$ cat src/rtl/address_lease_table_defines.svh
// assertion macros for the address lease table rtl
// no dependencies; included by files that carry assertions
`ifndef ADDRESS_LEASE_TABLE_DEFINES_SVH
`define ADDRESS_LEASE_TABLE_DEFINES_SVH

// same-cycle implication, disabled while in reset
`define ALT_ASSERT_NOW(name, clk, rst_n, ante, cons) \
  name: assert property (@(posedge clk) disable iff (!rst_n) (ante) |-> (cons)) \
    else $error("lease table check failed");

// next-cycle implication, disabled while in reset
`define ALT_ASSERT_NEXT(name, clk, rst_n, ante, cons) \
  name: assert property (@(posedge clk) disable iff (!rst_n) (ante) |=> (cons)) \
    else $error("lease table check failed");

`endif

$ cat src/rtl/alt_pkg.sv
// shared types and constants for the address lease table
// no dependencies; imported by every module of the block
`timescale 1ns / 1ps
`default_nettype none

package alt_pkg;

  // lease record table
  localparam int RECORDS = 4;
  localparam int IDX_W   = (RECORDS > 1) ? $clog2(RECORDS) : 1;
  localparam int MAC_W   = 48;
  localparam int OCTET_W = 8;
  localparam int CAND_W  = OCTET_W + 1;
  localparam int BASE_W  = 24;
  localparam int ADDR_W  = BASE_W + OCTET_W;

  // configuration register indexes
  localparam int CFG_IDX_W = 2;
  localparam logic [CFG_IDX_W-1:0] CFG_RANGE_LOW   = 2'd0;
  localparam logic [CFG_IDX_W-1:0] CFG_RANGE_HIGH  = 2'd1;
  localparam logic [CFG_IDX_W-1:0] CFG_SUBNET_BASE = 2'd2;

  // configuration reset values
  localparam logic [OCTET_W-1:0] RANGE_LOW_RST  = 8'd80;
  localparam logic [OCTET_W-1:0] RANGE_HIGH_RST = 8'd89;
  localparam logic [BASE_W-1:0]  SUBNET_RST     = 24'd0;

  // result status codes
  localparam logic [1:0] STAT_EXISTING = 2'd0;
  localparam logic [1:0] STAT_NEW      = 2'd1;
  localparam logic [1:0] STAT_EMPTY    = 2'd2;
  localparam logic [1:0] STAT_FULL     = 2'd3;

  // sequencer to record store
  typedef struct packed {
    logic [IDX_W-1:0]   rd_idx;
    logic [OCTET_W-1:0] probe;
    logic               wr_en;
    logic [IDX_W-1:0]   wr_idx;
    logic [MAC_W-1:0]   wr_mac;
    logic [OCTET_W-1:0] wr_host;
    logic               clr;
  } store_cmd_t;

  // record store to sequencer
  typedef struct packed {
    logic               valid;
    logic [MAC_W-1:0]   mac;
    logic [OCTET_W-1:0] host;
    logic               in_use;
  } store_rd_t;

  // finished lease from the sequencer
  typedef struct packed {
    logic [1:0]         status;
    logic [OCTET_W-1:0] octet;
  } res_t;

endpackage

`default_nettype wire

$ cat src/rtl/alt_store.sv
// lease record store: valid bits, mac and host octet per record
// depends on alt_pkg for widths and the command and read structs
`timescale 1ns / 1ps
`default_nettype none

module alt_store (
  input  wire                      clk,
  input  wire                      rst_n,
  input  wire alt_pkg::store_cmd_t cmd,
  output alt_pkg::store_rd_t       rd
);
  import alt_pkg::*;

  logic [RECORDS-1:0]  valid_r;
  logic [MAC_W-1:0]    mac_r  [RECORDS];
  logic [OCTET_W-1:0]  host_r [RECORDS];
  logic [RECORDS-1:0]  hit_vec;

  // valid bits: cleared by reset and by a pool-empty flush
  always_ff @(posedge clk) begin
    if (!rst_n) begin
      valid_r <= '0;
    end else if (cmd.clr) begin
      valid_r <= '0;
    end else if (cmd.wr_en) begin
      valid_r[cmd.wr_idx] <= 1'b1;
    end
  end

  // record payload, no reset
  always_ff @(posedge clk) begin
    if (cmd.wr_en) begin
      mac_r[cmd.wr_idx]  <= cmd.wr_mac;
      host_r[cmd.wr_idx] <= cmd.wr_host;
    end
  end

  // per-record octet compare for the candidate probe
  always_comb begin
    for (int j = 0; j < RECORDS; j++) begin
      hit_vec[j] = valid_r[j] && (host_r[j] == cmd.probe);
    end
  end

  // scan read port
  assign rd.valid  = valid_r[cmd.rd_idx];
  assign rd.mac    = mac_r[cmd.rd_idx];
  assign rd.host   = host_r[cmd.rd_idx];
  assign rd.in_use = |hit_vec;

endmodule

`default_nettype wire

$ cat src/rtl/alt_ctrl.sv
// lease sequencer: record scan with one mac compare, then octet search
// depends on alt_pkg and address_lease_table_defines.svh; drives alt_store and hands results to the top level
`timescale 1ns / 1ps
`default_nettype none
`include "address_lease_table_defines.svh"

module alt_ctrl (
  input  wire                          clk,
  input  wire                          rst_n,
  input  wire                          in_valid,
  output logic                         in_ready,
  input  wire  [alt_pkg::MAC_W-1:0]    in_client_mac,
  input  wire  [alt_pkg::OCTET_W-1:0]  range_low,
  input  wire  [alt_pkg::OCTET_W-1:0]  range_high,
  output alt_pkg::store_cmd_t          cmd,
  input  wire  alt_pkg::store_rd_t     rd,
  output logic                         res_valid,
  input  wire                          res_take,
  output alt_pkg::res_t                res
);
  import alt_pkg::*;

  typedef enum logic [1:0] {ST_IDLE, ST_LOOKUP, ST_SEARCH, ST_EMIT} state_t;

  state_t              state_r;
  logic [IDX_W-1:0]    idx_r;
  logic [MAC_W-1:0]    mac_r;
  logic                hit_r;
  logic                slot_found_r;
  logic [IDX_W-1:0]    slot_r;
  logic [CAND_W-1:0]   cand_r;
  logic [1:0]          status_r;
  logic [OCTET_W-1:0]  octet_r;

  logic                match;
  logic                last_rec;
  logic                hit_nxt;
  logic                slot_found_nxt;
  logic                cand_over;
  logic                cand_free;

  // shared mac compare and scan bookkeeping
  assign match          = rd.valid && (rd.mac == mac_r);
  assign last_rec       = (idx_r == IDX_W'(RECORDS - 1));
  assign hit_nxt        = hit_r || match;
  assign slot_found_nxt = slot_found_r || !rd.valid;

  // candidate octet checks
  assign cand_over = (cand_r > {1'b0, range_high});
  assign cand_free = !cand_over && !rd.in_use;

  // store commands
  always_comb begin
    cmd.rd_idx  = idx_r;
    cmd.probe   = cand_r[OCTET_W-1:0];
    cmd.wr_en   = (state_r == ST_SEARCH) && cand_free;
    cmd.wr_idx  = slot_r;
    cmd.wr_mac  = mac_r;
    cmd.wr_host = cand_r[OCTET_W-1:0];
    cmd.clr     = (state_r == ST_SEARCH) && cand_over;
  end

  assign in_ready   = (state_r == ST_IDLE);
  assign res_valid  = (state_r == ST_EMIT);
  assign res.status = status_r;
  assign res.octet  = octet_r;

  // sequencer
  always_ff @(posedge clk) begin
    if (!rst_n) begin
      state_r      <= ST_IDLE;
      hit_r        <= 1'b0;
      slot_found_r <= 1'b0;
      idx_r        <= '0;
    end else begin
      unique case (state_r)
        ST_IDLE: begin
          if (in_valid) begin
            mac_r        <= in_client_mac;
            idx_r        <= '0;
            hit_r        <= 1'b0;
            slot_found_r <= 1'b0;
            state_r      <= ST_LOOKUP;
          end
        end
        ST_LOOKUP: begin
          // last matching record wins, first free record is kept
          if (match) begin
            hit_r   <= 1'b1;
            octet_r <= rd.host;
          end
          if (!rd.valid && !slot_found_r) begin
            slot_r       <= idx_r;
            slot_found_r <= 1'b1;
          end
          idx_r <= idx_r + IDX_W'(1);
          if (last_rec) begin
            if (hit_nxt) begin
              status_r <= STAT_EXISTING;
              state_r  <= ST_EMIT;
            end else if (!slot_found_nxt) begin
              status_r <= STAT_FULL;
              octet_r  <= '0;
              state_r  <= ST_EMIT;
            end else begin
              // octet zero is never handed out
              cand_r  <= (range_low == '0) ? CAND_W'(1) : {1'b0, range_low};
              state_r <= ST_SEARCH;
            end
          end
        end
        ST_SEARCH: begin
          if (cand_over) begin
            status_r <= STAT_EMPTY;
            octet_r  <= '0;
            state_r  <= ST_EMIT;
          end else if (!rd.in_use) begin
            status_r <= STAT_NEW;
            octet_r  <= cand_r[OCTET_W-1:0];
            state_r  <= ST_EMIT;
          end else begin
            cand_r <= cand_r + CAND_W'(1);
          end
        end
        ST_EMIT: begin
          if (res_take) begin
            state_r <= ST_IDLE;
          end
        end
        default: begin
          state_r <= ST_IDLE;
        end
      endcase
    end
  end

  // a record write always ends in a new lease
  `ALT_ASSERT_NEXT(a_wr_new, clk, rst_n, cmd.wr_en, (state_r == ST_EMIT) && (status_r == STAT_NEW))
  // a flush always ends in a pool-empty result
  `ALT_ASSERT_NEXT(a_clr_empty, clk, rst_n, cmd.clr, (state_r == ST_EMIT) && (status_r == STAT_EMPTY))
  // the octet search never probes octet zero
  `ALT_ASSERT_NOW(a_cand_nonzero, clk, rst_n, state_r == ST_SEARCH, cand_r != '0)

endmodule

`default_nettype wire

$ cat src/rtl/address_lease_table.sv
// address lease table top level: config registers, output register, glue
// depends on alt_pkg, alt_store and alt_ctrl
//
//   channel | direction | payload                                   | handshake
//   in      | input     | in_client_mac[47:0]                       | in_valid / in_ready
//   out     | output    | out_status, out_host_octet, out_client_address | out_valid / out_ready
//   cfg     | input     | cfg_index[1:0], cfg_data[23:0]            | cfg_valid / cfg_ready
//
// one item at a time; the record scan takes one record per cycle and the
// octet search one candidate per cycle through the per-record octet compare
// existing lease or table full: result registered after the record scan alone
// new lease or pool empty: result registered after the record scan and the octet search
// reset clears valid bits at once; no clearing pass, cfg_ready is always high
// a stalled result holds the sequencer; in_ready rises once it is taken
`timescale 1ns / 1ps
`default_nettype none

module address_lease_table (
  input  wire                            clk,
  input  wire                            rst_n,
  input  wire                            in_valid,
  output logic                           in_ready,
  input  wire  [alt_pkg::MAC_W-1:0]      in_client_mac,
  output logic                           out_valid,
  input  wire                            out_ready,
  output logic [1:0]                     out_status,
  output logic [alt_pkg::OCTET_W-1:0]    out_host_octet,
  output logic [alt_pkg::ADDR_W-1:0]     out_client_address,
  input  wire                            cfg_valid,
  output logic                           cfg_ready,
  input  wire  [alt_pkg::CFG_IDX_W-1:0]  cfg_index,
  input  wire  [alt_pkg::BASE_W-1:0]     cfg_data
);
  import alt_pkg::*;

  logic [OCTET_W-1:0] range_low_r;
  logic [OCTET_W-1:0] range_high_r;
  logic [BASE_W-1:0]  subnet_base_r;
  logic               out_valid_r;
  logic [1:0]         out_status_r;
  logic [OCTET_W-1:0] out_octet_r;
  logic [ADDR_W-1:0]  out_addr_r;

  store_cmd_t cmd;
  store_rd_t  rd;
  res_t       res;
  logic       res_valid;
  logic       res_take;
  logic       res_fail;

  // configuration registers
  assign cfg_ready = 1'b1;

  always_ff @(posedge clk) begin
    if (!rst_n) begin
      range_low_r   <= RANGE_LOW_RST;
      range_high_r  <= RANGE_HIGH_RST;
      subnet_base_r <= SUBNET_RST;
    end else if (cfg_valid) begin
      unique case (cfg_index)
        CFG_RANGE_LOW:   range_low_r   <= cfg_data[OCTET_W-1:0];
        CFG_RANGE_HIGH:  range_high_r  <= cfg_data[OCTET_W-1:0];
        CFG_SUBNET_BASE: subnet_base_r <= cfg_data;
        default: begin
        end
      endcase
    end
  end

  alt_store u_store (
    .clk   (clk),
    .rst_n (rst_n),
    .cmd   (cmd),
    .rd    (rd)
  );

  alt_ctrl u_ctrl (
    .clk           (clk),
    .rst_n         (rst_n),
    .in_valid      (in_valid),
    .in_ready      (in_ready),
    .in_client_mac (in_client_mac),
    .range_low     (range_low_r),
    .range_high    (range_high_r),
    .cmd           (cmd),
    .rd            (rd),
    .res_valid     (res_valid),
    .res_take      (res_take),
    .res           (res)
  );

  // output register, loads when empty or drained this cycle
  assign res_take = !out_valid_r || out_ready;
  assign res_fail = (res.status == STAT_EMPTY) || (res.status == STAT_FULL);

  always_ff @(posedge clk) begin
    if (!rst_n) begin
      out_valid_r <= 1'b0;
    end else if (res_valid && res_take) begin
      out_valid_r <= 1'b1;
    end else if (out_ready) begin
      out_valid_r <= 1'b0;
    end
  end

  // result payload; address is subnet base above the host octet, zero on pool empty or table full
  always_ff @(posedge clk) begin
    if (res_valid && res_take) begin
      out_status_r <= res.status;
      out_octet_r  <= res.octet;
      out_addr_r   <= res_fail ? '0 : {subnet_base_r, res.octet};
    end
  end

  assign out_valid          = out_valid_r;
  assign out_status         = out_status_r;
  assign out_host_octet     = out_octet_r;
  assign out_client_address = out_addr_r;

endmodule

`default_nettype wire
$ cat config.mk
export PLATFORM = sky130hd
export DESIGN_NAME = address_lease_table
export DESIGN_NICKNAME = d
export VERILOG_FILES = /design/src/rtl/alt_pkg.sv /design/src/rtl/alt_store.sv /design/src/rtl/alt_ctrl.sv /design/src/rtl/address_lease_table.sv
export VERILOG_INCLUDE_DIRS = /design/src /design/src/rtl
export SDC_FILE = /design/constraint.sdc
export NUM_CORES = 1
export LEC_CHECK = 0
export ABC_CLOCK_PERIOD_IN_PS = 7500
export BUFFER_PORTS_ARGS = -buffer_cell sky130_fd_sc_hd__buf_2
export CORE_ASPECT_RATIO = 1.5
export CORE_MARGIN = 10
export CORE_UTILIZATION = 55
export DETAILED_ROUTE_END_ITERATION = 8
export GPL_ROUTABILITY_DRIVEN = 0
export HOLD_SLACK_MARGIN = 0.03
export PLACE_DENSITY = 0.74
export SYNTH_ARGS = -nofsm -noshare
export SYNTH_HDL_FRONTEND = slang
export SYNTH_SLANG_ARGS = --single-unit
$ cat constraint.sdc
create_clock -name clk -period 7.5 [get_ports clk]
set_input_delay 0.75 -clock clk [delete_from_list [all_inputs] [get_ports clk]]
set_output_delay 0.75 -clock clk [all_outputs]
set_load 0.05 [all_outputs]
==> impl_metrics.yaml, run 1 <==
critical_path:
  crit_required_ns: 7.78
  critical_path.startpoint_type: "register"
  endpoint_kind: "register"
  worstPathArrival_ns: 4.79
  cp_max_fo: 65
  crit_type: "register to register"
final_layout:
  n_fill_cell: 1975
  area_growth_pct: 13.7
  final_util_pct: 63.5
  num_antenna_cells: 0
  drive_gt1_share_pct: 21.7
  final_nets: 1219
  multi_input_comb_area_um2: 4260
  regArea_um2: 11100
sta:
  rsz0062_at_grt: "no"
  period_needed_ns: 4.51
  setup_viol_count_final: 0
  hold_viol: 0
  worst_slew_pin_slew_ns: 1.11
  slew_headroom_pct: 25.9
  slew_violations: 0
  max_freq_mhz: 222
  finalSetupTns_ns: 0
  post-route-period-util_pct: 60.1
  setup_slack_ns: 2.99
  fin_skew_ns: 0.0135
detailed_routing:
  wl_per_cell_um: 20.1
  first_pass_iters: 6
  vias_per_cell: 5.70
  vias: 8537
  detail-route-antenna-nets: 0
  drtIter0Drc: 433
  finalWirelength_um: 30200
  drc: 0
floorplanning:
  rows: 75
  ios: 124
  die_x_um: 158
  core_um2: 28100
  die-area_um2: 35800
  fp.dieH_um: 227
  start_util_pct: 55.8
placed_design:
  hpwl_um: 19900
  port_buffers: 122
  pre_cts_slack_ns: 3.11
cts:
  postCtsResizedCells: 0
  cts_buffer_depth: 3
  root_buffer: "clkbuf_16"
  postCtsHoldBufs: 0
  htree_levels: 2
  cts_buffers: 37
  clk_pin_slew_worst_paths_ns: 0.06
  cts_sinks: 388
  worst_skew_pair.late_latency_ns: 0.53
  post_cts_buffers: 0
  cts_tree: "yes"
yosys:
  synthArstFlopShare_pct: 0
  synth-edff-count: 335
  ys_seq_area_share_pct: 71.0
  synth-seq-cells: 388
  yosys.cell_types.count: 63
  syn_nets: 1092
  syn_inst: 999
  syn-cell-area_um2: 15700
  synth_area_per_cell_um2: 15.7
  synth_warnings: 0
  synthFlopType: "edfxtp_1"
run_status:
  status: "finished clean"
pwr:
  ir_drop_mv: 0.187
  leakagePower_nw: 5.93
  p_per_area_nw_per_um2: 276
min_path:
  min_path_type: "primary input to register"
grt:
  grt_max_degree: 66
  grt_usage_pct: 16.8
  grt_pass1_vias: 8957
  antenna_found_initial: 0
  grt.overflow.total: 0
  grt_pass1_wl_um: 47300
job:
  cap_violations: 0
-- sequential cells by signal (all words and copies together), names as in the netlist, named ones only --
register             cells
u_store.mac_r          192
u_ctrl.mac_r            48
out_client_address      32
u_store.host_r          32
subnet_base_r           24
u_ctrl.cand_r            9
out_host_octet           8
range_high_r             8
range_low_r              8
u_ctrl.octet_r           8
u_store.valid_r          4
out_status               2
u_ctrl.idx_r             2
u_ctrl.slot_r            2
u_ctrl.state_r           2
u_ctrl.status_r          2
out_valid                1
u_ctrl.hit_r             1
u_ctrl.slot_found_r      1
-- final timing paths --
path / from / to / slack [ns] / cells past startpoint
max: register / u_ctrl.cand_r[1] / 2.99 / 9
min: in_client_mac[1] / u_ctrl.mac_r[1] / 0.39 / 1
max reg2reg: register / u_ctrl.cand_r[1] / 2.99 / 9
min reg2reg: u_ctrl.status_r[0] / out_status[0] / 0.42 / 0
-- metrics by stage --
stage / cell area [um^2] / hold WS, ns / std cells / power [mW]
finish: 17800 / 0.390 / 1497 / 4.91
global route: 17800 / 0.362 / 1497 / 5.10
CTS: 17800 / 0.361 / 1497 / 4.96
detailed placement: 16600 / 0.406 / 1433 / 3.15
global placement: 16600 / 0.408 / 1433 / 3.14
floorplan: 15700 / 0.400 / 999 / 3.00
-- area by class of cell --
type	count	share of cell area [%]
Sequential cell	388	62.5
Multi-Input combinational cell	536	23.9
Clock buffer	46	5.51
Timing Repair Buffer	134	3.93
Tap cell	346	2.43
Clock inverter	18	1.17
Inverter	29	0.611
-- critical path: stages (launching register included) --
cell and delay, ns:
dfxtp_4 1.00, buf_4 0.37, mux2i_1 0.29, o22a_1 0.16
o211ai_1 0.08, a2111oi_0 0.71, nand4b_1 0.63, nor3_2 0.59
o32ai_1 0.14, buf_4 0.21
-- routing by layer --
layer / vias up / track usage, % / wire length (um) / part of all wire (%)
li1: 4052 / - / - / -
met1: 4142 / 18.9 / 11400 / 38
met2: 260 / 29.6 / 15700 / 52
met3: 83 / 3.17 / 1660 / 5.5
met4: 0 / 8.65 / 1340 / 4.4
met5: - / 0 / 0 / 0
-- power breakdown --
part	total (mW)	internal, mW	switching [mW]
clock network	1.81	1.04	0.770
registers	2.60	2.49	0.117
logic	0.496	0.208	0.288
-- logic make-up after synthesis --
group                      count (synthesis)  share of synthesized area, %
AOI/OAI and AO/OA                        122                          5.32
xor gates and xnor gates                  70                          3.91
adders and majority gates                 14                          1.12
buffers and inverters                     75                          2.08
DFF                                      388                          71.0
muxes                                     94                          9.11
other                                      1                        0.0239
and+or+nand+nor                          235                          7.45
-- cell usage after synthesis, types with 9 or more instances --
cell	n	area (um^2)
nor2_1	38	143
inv_1	27	101
clkbuf_1	28	105
edfxtp_1	335	10100
o21ai_0	10	50.1
ha_1	14	175
nand4_1	10	62.6
nand3_1	15	75.1
nor2b_1	33	206
mux2i_1	47	470
nor3_1	11	55.1
nand2_1	85	319
a21oi_1	41	205
mux4_2	38	856
a211oi_1	10	75.1
dfxtp_1	53	1060
xnor2_1	37	324
xor2_1	33	289
mux2_2	9	101
-- cells in the final DEF (no fill, tap or decap), types with 27 or more instances in the layout --
cell type,count
mux2i_1,47
dfxtp_1,51
edfxtp_1,335
xor2_1,33
nor2_1,37
xnor2_1,37
nand2_1,85
mux4_2,38
buf_2,122
a21oi_1,41
clkbuf_16,38
inv_1,27
nor2b_1,32
(Power assumes the default switching activity.)
==> run 2, diff against run 1 <==
- ABC_CLOCK_PERIOD_IN_PS: 7500 -> 4000
- CORE_UTILIZATION: 55 -> 54
- PLACE_DENSITY: 0.74 -> 0.76
- clock period: 7.5 -> 4 ns (I/O delays scaled with it)
==> run 2 against run 1 <==
  * Design area up 2.7%
  * Wire length up 0.85%
  * Count of clock-buffer cells in the layout up 6
  * Total power up 87%
  * Via count up 3.2%
  * Largest power group unchanged
  * Sequential share of layout area down 1.7 points
  * Final cell count up 5.9%
  * Worst hold slack worse by 0.34 ns
  * Sequential power up 86%
==> impl_metrics.yaml, run 2 (same netlist as run 1, synthesis figures left out) <==
critical_path:
  cp_max_fo: 16
  cpPeakStageDelay_ns: 0.70
  critical_path.startpoint_type: "register"
  crit_required_ns: 4.27
  cp_cell_sequence: "buf_4, mux4_2, xnor2_1, nand4_1, or4_1, or4_1, nor3_2, o32ai_1, buf_4"
  worstPathArrival_ns: 3.98
  crit_type: "register to register"
  endpoint_kind: "register"
  critical_path.slowest_cell: "or4_1"
sta:
  post-route-period-util_pct: 92.7
  setup_viol_count_final: 0
  finalSetupTns_ns: 0
  rsz0062_at_grt: "no"
  max_freq_mhz: 270
  slew_violations: 0
  hold_viol: 0
  worst_slew_pin_slew_ns: 1.08
  slew_headroom_pct: 27.6
  period_needed_ns: 3.71
  fin_skew_ns: 0.0253
grt:
  grt_usage_pct: 16.5
  grt_pass1_wl_um: 48500
  grt_max_degree: 58
  antenna_found_initial: 0
  grt.overflow.total: 0
  grt_pass1_vias: 9302
floorplanning:
  die-area_um2: 36400
  core_um2: 28700
  fp.dieH_um: 229
  ios: 124
  rows: 76
  die_x_um: 159
  start_util_pct: 54.6
cts:
  cts_tree: "yes"
  root_buffer: "clkbuf_16"
  cts_sinks: 388
  clk_pin_slew_worst_paths_ns: 0.06
  cts_buffers: 36
  htree_levels: 2
  cts_buffer_depth: 3
  post_cts_buffers: 0
  worst_skew_pair.late_latency_ns: 0.53
detailed_routing:
  detail-route-antenna-nets: 0
  drc: 0
  finalWirelength_um: 30400
  vias: 8814
  vias_per_cell: 5.56
  wl_per_cell_um: 19.2
  first_pass_iters: 5
  drtIter0Drc: 464
min_path:
  min_path_type: "primary input to register"
  hp-start: "in_client_mac[8]"
placed_design:
  dp.cells: 1497
  hpwl_um: 19800
  port_buffers: 122
final_layout:
  top_regs: "u_store.mac_r x192, u_ctrl.mac_r x48"
  n_fill_cell: 2061
  area_growth_pct: 16.8
  layout_commonest_cell: "edfxtp_1"
  regMostFlops: "u_store.mac_r"
  drive_gt1_share_pct: 22.3
  final_nets: 1263
  num_antenna_cells: 0
  instances_no_fill: 1585
  largest_reg_flops: 192
  layout_common_cells: "edfxtp_1, buf_2, nand2_1"
run_status:
  status: "finished clean"
pwr:
  ir_drop_mv: 0.443
  p_per_area_nw_per_um2: 501
  leakagePower_nw: 6.15
job:
  cap_violations: 0
run 2: power breakdown:
part           leakage, nW  total [mW]  internal (mW)  switching, mW
clock network        0.556        3.30           1.92           1.38
registers             3.45        4.83           4.66          0.171
logic                 2.14        1.04          0.430          0.612
total                 6.15        9.17           7.01           2.16
run 2: timing repair:
action / CTS / global route
gates resized for setup: 0 / 0
hold endpoints to repair: 25 / 0
hold buffers: 25 / 0
run 2: worst max-delay path: cells and delay by family, from the launching register on:
family	cells	cell delay [ns]
AOI/OAI and AO/OA	1	0.11
xor gates and xnor gates	1	0.18
and+or+nand+nor	4	1.74
muxes	1	0.57
DFF	1	0.33
buffers and inverters	2	0.50
run 2: layout make-up:
class	instances	area, um^2	area share [%]
flip-flops and latches	388	11100	60.8
multi-input cells	536	4280	23.4
repair buffers	179	1160	6.36
clock buffers	52	1030	5.61
well taps	390	488	2.67
inverters	29	109	0.595
clock inverters	11	108	0.588
run 2: stage by stage:
stage          instance area (um^2)  power, mW  util (%)  hold WS, ns  setup WS, ns
2_1_floorplan                 15700       5.62         -        0.400        -0.549
3_3_place_gp                  16900       5.90      58.9        0.404         0.407
3_5_place_dp                  16900       5.94      58.9        0.421         0.324
4_1_cts                       18300       9.24      63.7       0.0308         0.296
5_1_grt                       18300       9.50      63.7       0.0363         0.121
6_report                      18300       9.17      63.7       0.0506         0.294
run 2: per-layer routing:
metal	up-vias	global-route usage (%)	part of all wire, %
met4	0	7.58	3.7
met2	286	30.2	53
met5	-	0	0
met3	71	3.42	5.3
li1	4135	-	-
met1	4322	17.8	38
run 2: worst paths after layout:
path	depth (start not counted)	slack, ns	endpoint
max	9	0.29	u_ctrl.cand_r[2]
min	1	0.05	u_ctrl.mac_r[8]
max reg2reg	9	0.29	u_ctrl.cand_r[2]
min reg2reg	0	0.42	out_status[0]
